File: config.mk
export PLATFORM = sky130hd
export DESIGN_NAME = safq_ctrl
export DESIGN_NICKNAME = d
export VERILOG_FILES = /design/src/design/safq_pkg.sv /design/src/design/safq_ctrl.sv
export SDC_FILE = /design/constraint.sdc
export NUM_CORES = 1
export LEC_CHECK = 0
export ABC_AREA = 1
export ABC_CLOCK_PERIOD_IN_PS = 1200
export BUFFER_PORTS_ARGS = -buffer_cell sky130_fd_sc_hd__buf_2
export CORE_AREA = 2 2 39 41
export CTS_CLUSTER_DIAMETER = 50
export DETAILED_ROUTE_END_ITERATION = 6
export DIE_AREA = 0 0 41 43
export GPL_ROUTABILITY_DRIVEN = 0
export PLACE_DENSITY = 0.37
export RECOVER_POWER = 100
export SYNTH_ARGS = -nofsm -noshare
export SYNTH_HDL_FRONTEND = slang
export SYNTH_SLANG_ARGS = --single-unit
export TNS_END_PERCENT = 1
File: constraint.sdc
create_clock -name clk -period 1.2 [get_ports clk]
set_clock_uncertainty 0.05 [all_clocks]
set_input_delay 0.24 -clock clk [delete_from_list [all_inputs] [get_ports clk]]
set_output_delay 0.24 -clock clk [all_outputs]
set_load 0.01 [all_outputs]
File: src/design/safq_pkg.sv
package safq_pkg;

  // Command codes of a request.
  localparam logic [1:0] CMD_CONNECT    = 2'd0;
  localparam logic [1:0] CMD_DISCONNECT = 2'd1;
  localparam logic [1:0] CMD_INVALIDATE = 2'd2;

  // Result status codes.
  localparam logic [1:0] ST_DONE    = 2'd0;
  localparam logic [1:0] ST_IGNORED = 2'd1;
  localparam logic [1:0] ST_ERROR   = 2'd2;
  localparam logic [1:0] ST_FULL    = 2'd3;

  // Commands from the controller to the datapath.
  typedef struct packed {
    logic capture;  // latch the request fields
    logic exec;     // memory read data is valid, apply the request
    logic clear;    // write one cleared map entry
  } ctrl_t;

  // Status from the datapath back to the controller.
  typedef struct packed {
    logic is_inval;    // captured request is an invalidate
    logic clear_last;  // clear pointer is on the last map entry
  } stat_t;

endpackage

File: src/design/safq_ctrl.sv
module safq_ctrl (
  input  logic            clk,
  input  logic            rst,
  input  logic            start,
  input  safq_pkg::stat_t stat,
  output safq_pkg::ctrl_t ctrl,
  output logic            busy
);

  localparam logic [1:0] S_IDLE  = 2'd0;
  localparam logic [1:0] S_READ  = 2'd1;
  localparam logic [1:0] S_EXEC  = 2'd2;
  localparam logic [1:0] S_CLEAR = 2'd3;

  logic [1:0] state;
  logic [1:0] state_next;

  always_ff @(posedge clk) begin
    if (rst) begin
      state <= S_CLEAR;
    end else begin
      state <= state_next;
    end
  end

  always_comb begin
    state_next   = state;
    ctrl.capture = 1'b0;
    ctrl.exec    = 1'b0;
    ctrl.clear   = 1'b0;
    case (state)
      S_IDLE: begin
        if (start) begin
          ctrl.capture = 1'b1;
          state_next   = S_READ;
        end
      end
      S_READ: begin
        state_next = S_EXEC;
      end
      S_EXEC: begin
        ctrl.exec  = 1'b1;
        state_next = stat.is_inval ? S_CLEAR : S_IDLE;
      end
      S_CLEAR: begin
        ctrl.clear = 1'b1;
        if (stat.clear_last) begin
          state_next = S_IDLE;
        end
      end
      default: begin
        state_next = S_IDLE;
      end
    endcase
  end

  assign busy = (state != S_IDLE);

endmodule

==> reports/results.tsv, run 1 <==
stage	metric	value	unit
outcome	status	finished, violations left	
outcome	violations	setup timing	
critical_path	worst-path-max-fanout	6	
timing	final-setup-viol-count	1	
floorplanning	die_area	0.00176	sq mm
cts	clock_insertion_delay_worst_skew	0.22	ns
global_routing	grt_pass1_vias	159	
floorplanning	num_io_pins	9	
timing	hold-worst-slack	0.170	ns
critical_path	critical_path_depth	4	
global_routing	grt_usage	6.21	%
global_routing	grt_start_max_net_pins	7	
finish	max_ffs_per_register	2	
hold_path	timing.hold.worst_path_depth	3	
yosys	synth-compound-area-share	13.4	%
critical_path	worst_ep_required_time	0.91	ns
yosys	adder_cell_fraction_of_synth_area	0	%
critical_path	worst_setup_path_end_kind	primary output	
cts	cts_root_buf	clkbuf_4	
yosys	synthXorXnorAreaFrac	0	%
drt	routedWlPerCell	6.61	um
critical_path	critical_path_class	flop to primary output	
power	power_density	1320	mW/mm^2
job	max-cap-violations	0	
cts	cts_tree	built	
floorplanning	floorplan.rows	14	
finish	antenna_cells	0	
timing	final_hold_viol_count	0	
floorplanning	start_util	10.1	%
drt	route.vias.total	166	
power	total_leakage_power	0.000129	uW
finish	fillers	173	
global_routing	global_route_wire_length_before_repair	558	um
yosys	yosys-mux-area-fraction	0	%
timing	relSlewSlack	88.5	%
yosys	synth_seq_area_share	28.6	%
drt	vias_per_cell	3.25	
floorplanning	floorplan.core_area	0.00138	sq mm
finish	drive_gt1_share	62.9	%
drt	postRouteWirelength	337	um
cts	tritoncts_num_sinks	2	
critical_path	worstSetupStartpointType	flop	
critical_path	timing.critical_path.slowest_cell_delay	0.36	ns
yosys	yosys_warnings	0	
critical_path	worstPathCellList	nor2_4, inv_2, nor2_2, buf_2	
yosys	synth_cell_type_count	13	
finish	largest_registers	state x2	
timing	finalMaxSlewViolations	0	
placed_design	buffer_ports.inserted	8	
timing	finalWorstPathRequiredPeriod	1.20	ns
yosys	synth_nets	28	
power	max_vdd_drop	0.000389	V
yosys	post_synth.cell_area_avg	6.09	sq um
power	design_power_total	323	uW
yosys	post_synth_inst_count	23	
floorplanning	chipHeight	43	um
critical_path	worstRegToRegCells	5	
timing	max_freq	830	MHz
drt	route.detailed.drc	0	
drt	dr.pass1.iters	2	
critical_path	timing.critical_path.arrival	0.91	ns
critical_path	crit_path_top_delay_cell	dfxtp_4	
cts	ctsLongestPathBuffers	2	
cts	hold_buffers	0	
hold_path	min-delay-path-class	input pin to flop	
timing	min_period_over_period	100	%
yosys	synth_seq_cells	2	
yosys	synth_area	140	sq um
timing	worst_slew_pin_slew	0.172	ns
yosys	synth_top_family_by_area	simple AND/OR/NAND/NOR gates	
global_routing	initial_antenna_violation_count	0	
drt	ant_nets	0	
timing	timing.final.ws_setup	-0.00414	ns
drt	dr.first_iter.drc_count	1	
global_routing	grt-ovfl-total	0	
timing	setup_total_negative_slack	-0.00414	ns
finish	design.final.nets	42	
timing	rsz0062_at_grt	true	
yosys	synth_simple_gate_area_share	35.7	%
cts	clock_tree.htree_level_count	1	
placed_design	dp.final_hpwl	255	um
floorplanning	die_w	41	um
critical_path	cp.buffers_inverters	2	
critical_path	worst-r2r-setup-slack	0.30	ns
finish	largest-register	state	
cts	cts_inserted_buffers	3	
finish	finish.instance_area	244	sq um
cts	clk_pin_slew_worst_paths	0.03	ns
critical_path	cpLargestDelayFamily	flip-flops	
finish	area_delta_synth_final	74.1	%
placed_design	dpl-instance-area	200	sq um
layout by cell type, fill, tap and decap left out:
cell	synthesis	layout
a21oi_1	1	2
buf_2	0	6
buf_4	0	1
clkbuf_2	0	2
clkbuf_4	0	3
clkinv_1	1	1
clkinv_2	1	1
dfxtp_4	0	2
inv_1	5	4
inv_2	1	2
nand2_1	3	3
nand2_2	2	2
nand3_1	1	1
nand3_2	1	1
nor2_1	3	1
nor2_2	0	1
nor2_4	0	1
o21ai_1	1	1
path summary, 6_finish.rpt:
kind | from | endpoint
worst max-delay path | state[1]$_SDFFE_PP1P_ | ctrl[2]
worst min-delay path | rst | state[1]$_SDFFE_PP1P_
worst min register to register | state[0]$_SDFFE_PP1P_ | state[0]$_SDFFE_PP1P_
worst max register to register | state[1]$_SDFFE_PP1P_ | state[0]$_SDFFE_PP1P_
routing by layer:
metal / share of wire [%] / GRT usage [%]
met3: 10 / 4.71
met1: 36 / 4.47
met5: 0 / 0
met4: 4.5 / 12.0
met2: 49 / 6.56
Yosys cell counts:
master    instances  area share (%)
nand2_2           2             8.9
nor2_1            3             8.0
clkinv_1          1             2.7
o21ai_1           1             3.6
a21oi_2           1             6.3
dfxtp_1           2              29
a21oi_1           1             3.6
clkinv_2          1             3.6
inv_2             1             2.7
inv_1             5              13
nand2_1           3             8.0
nand3_1           1             3.6
nand3_2           1             7.1
per-stage QoR:
stage	instances	utilization [%]	setup slack [ns]
floorplan	23	-	0.181
global placement	47	14.5	0.165
detailed placement	47	14.5	0.156
CTS	50	17.0	-0.0252
global route	51	17.6	-0.0787
finish	51	17.6	-0.00414
repair_timing:
item | 4_1_cts | 5_1_grt
pin swaps | 1 | 1
endpoints found under the setup margin | 3 | 2
cloned | 0 | 0
buffers inserted | 0 | 1
resized for setup | 6 | 2
worst min-delay path, delay by kind of cell:
family | cells | cell delay [ns]
buf+inv | 1 | 0.08
compound gates | 1 | 0.04
simple gates | 1 | 0.05
logic make-up after synthesis:
family	Yosys count
AOI/OAI and AO/OA	3
buffers and inverters	8
DFF	2
and+or+nand+nor	10
where the power goes:
part	internal (uW)	switching [uW]	total (uW)
clock	110	35.7	146
combinational	37.1	44.2	81.3
sequential	78.5	17.0	95.5
total	226	96.9	323
layout make-up:
| class | instances | area, sq um | area share [%] |
|---|---|---|---|
| repair buffers | 9 | 47.5 | 19.5 |
| inverters | 8 | 31.3 | 12.8 |
| well taps | 16 | 20.0 | 8.21 |
| multi-input cells | 13 | 75.1 | 30.8 |
| flip-flops and latches | 2 | 47.5 | 19.5 |
| clock buffers | 3 | 22.5 | 9.23 |
Power figures use the tool's default switching activity.
==> run 2, diff against run 1 <==
--- a/config.mk
+++ b/config.mk
@@ -6,7 +6,7 @@
 export NUM_CORES = 1
 export LEC_CHECK = 0
 export ABC_AREA = 1
-export ABC_CLOCK_PERIOD_IN_PS = 1200
+export ABC_CLOCK_PERIOD_IN_PS = 1100
 export BUFFER_PORTS_ARGS = -buffer_cell sky130_fd_sc_hd__buf_2
 export CORE_AREA = 2 2 39 41
 export CTS_CLUSTER_DIAMETER = 50
==> constraint.sdc (replaced) <==
create_clock -name clk -period 1.1 [get_ports clk]
set_clock_uncertainty 0.05 [all_clocks]
set_input_delay 0.22 -clock clk [delete_from_list [all_inputs] [get_ports clk]]
set_output_delay 0.22 -clock clk [all_outputs]
set_load 0.01 [all_outputs]
==> run 2 against run 1 <==
Compared with the run above: the run still ends with setup timing left; via count is 4.8% lower; clock power rose by 10%; critical path depth stayed put; sequential cell count did not move; worst setup slack lost 0.072 ns; largest cell class unchanged; highest routed layer unchanged; utilization rose by 0.18 points; die area is the same; register-to-register slack lost 0.09 ns; hold slack lost 0.021 ns; design area is 1.0% higher; critical path type unchanged.
==> reports/results.tsv, run 2 (synthesis gave the netlist of run 1 again) <==
stage	metric	value	unit	change
floorplanning	die_w	41	um	unchanged
finish	area_delta_synth_final	75.9	%	
power	power_density	1480	mW/mm^2	+12%
global_routing	grt_pass1_vias	142		-11%
floorplanning	num_io_pins	9		unchanged
timing	min_period_over_period	107	%	
drt	dr.pass1.iters	2		unchanged
timing	rsz0062_at_grt	true		
cts	cts_inserted_buffers	3		unchanged
drt	routedWlPerCell	6.42	um	-2.8%
finish	most-common-layout-cells	buf_2, inv_2, inv_1, nand2_1, clkbuf_4		
finish	ff_latch_area	47.5	sq um	unchanged
timing	final_hold_viol_count	0		unchanged
cts	clock_insertion_delay_worst_skew	0.22	ns	about the same
finish	largest_registers	state x2		
finish	most_common_cell_after_layout_fill_and_taps_aside	buf_2		
global_routing	initial_antenna_violation_count	0		unchanged
placed_design	dp_cells	47		unchanged
job	max-cap-violations	0		unchanged
floorplanning	start_util	10.1	%	unchanged
cts	cts_root_buf	clkbuf_4		
placed_design	dp.final_hpwl	254	um	-0.39%
drt	route.vias.total	158		-4.8%
finish	largest-register	state		
global_routing	grt-ovfl-total	0		unchanged
placed_design	dpl-instance-area	200	sq um	unchanged
global_routing	grt_start_max_net_pins	7		unchanged
cts	clock_tree.htree_level_count	1		unchanged
critical_path	worst_ep_required_time	0.83	ns	-0.08 ns
critical_path	worst-path-max-fanout	5		-1
finish	design.final.nets	41		-2.4%
finish	multi_input_comb_area	75.1	sq um	unchanged
critical_path	worst_setup_path_end_kind	primary output		
critical_path	timing.critical_path.slowest_cell_delay	0.35	ns	about the same
drt	postRouteWirelength	321	um	-4.7%
finish	drive_gt1_share	64.7	%	+1.8 points
drt	vias_per_cell	3.16		-2.9%
power	max_vdd_drop	0.000307	V	-21%
global_routing	grt_usage	5.01	%	-1.2 points
cts	clk_pin_slew_worst_paths	0.03	ns	about the same
critical_path	worstSetupStartpointType	flop		
finish	fillers	163		-5.8%
critical_path	crit_path_top_delay_cell	dfxtp_4		
critical_path	cp.buffers_inverters	2		unchanged
floorplanning	floorplan.rows	14		unchanged
cts	hold_buffers	0		unchanged
finish	antenna_cells	0		unchanged
cts	tritoncts_num_sinks	2		unchanged
drt	ant_nets	0		unchanged
power	total_leakage_power	0.000125	uW	-3.5%
timing	final-setup-viol-count	3		+2
cts	ctsLongestPathBuffers	2		unchanged
floorplanning	chipHeight	43	um	unchanged
timing	max_freq	850	MHz	
critical_path	critical_path_class	flop to primary output		
timing	relSlewSlack	89.1	%	+0.57 points
global_routing	global_route_wire_length_before_repair	503	um	-9.9%
critical_path	worstPathCellList	nor2_4, inv_2, nor2_2, buf_2		
hold_path	min-delay-path-class	input pin to flop		
timing	hold-worst-slack	0.149	ns	-0.0215 ns
finish	max_ffs_per_register	2		unchanged
placed_design	buffer_ports.inserted	8		unchanged
finish	finish.instance_area	246	sq um	+1.0%
outcome	status	finished, violations left		
cts	cts_tree	built		
floorplanning	die_area	0.00176	sq mm	unchanged
placed_design	preCtsSetupSlack	0.0823	ns	-0.0736 ns
drt	dr.first_iter.drc_count	1		unchanged
outcome	violations	setup timing		
timing	timing.final.ws_setup	-0.0762	ns	-0.0720 ns
critical_path	cpLargestDelayFamily	flip-flops		
timing	finalMaxSlewViolations	0		unchanged
drt	route.detailed.drc	0		unchanged
finish	final_cells	50		-2.0%
floorplanning	floorplan.core_area	0.00138	sq mm	unchanged
timing	finalWorstPathRequiredPeriod	1.18	ns	
critical_path	timing.critical_path.arrival	0.91	ns	about the same
timing	worst_slew_pin_slew	0.164	ns	-0.00859 ns
-- run 2: final cells by class --
class | count | area share, %
clock buffers | 3 | 9.14
inverters | 8 | 14.2
multi-input cells | 13 | 30.5
flip-flops and latches | 2 | 19.3
well taps | 16 | 8.12
repair buffers | 8 | 18.8
-- run 2: metrics by stage --
step	TNS (ns)	power (uW)	utilization, %
detailed placement	0	184	14.5
global placement	0	183	14.5
floorplan	0	152	-
CTS	-0.167	378	17.9
global route	-0.306	399	17.8
finish	-0.112	364	17.8
-- run 2: final timing paths --
kind	from	endpoint	slack (ns)	depth (start not counted)
worst max register to register	state[0]$_SDFFE_PP1P_	state[1]$_SDFFE_PP1P_	0.21	4
worst min register to register	state[0]$_SDFFE_PP1P_	state[0]$_SDFFE_PP1P_	0.50	3
worst min-delay path	rst	state[0]$_SDFFE_PP1P_	0.15	3
worst max-delay path	state[0]$_SDFFE_PP1P_	ctrl[2]	-0.08	4
-- run 2: metal layers --
| layer | track usage (%) | routed length (um) |
|---|---|---|
| met3 | 3.14 | 43 |
| met1 | 4.78 | 122 |
| met5 | 0 | 0 |
| met2 | 5.31 | 141 |
| met4 | 8.00 | 13 |
-- run 2: timing repair --
action,4_1_cts,5_1_grt
setup buffers,0,0
setup endpoints to repair,4,4
pin swaps,1,0
resized for setup,10,1
-- run 2: worst min-delay path, cell delays in order --
cell and delay [ns]:
buf_2 0.08, a21oi_1 0.04, nand2_1 0.05
-- run 2: power by group --
part           total (uW)  internal [uW]  switching (uW)
Clock                 161            120            41.1
Combinational        97.4           46.6            50.9
Sequential            106           85.7            19.9
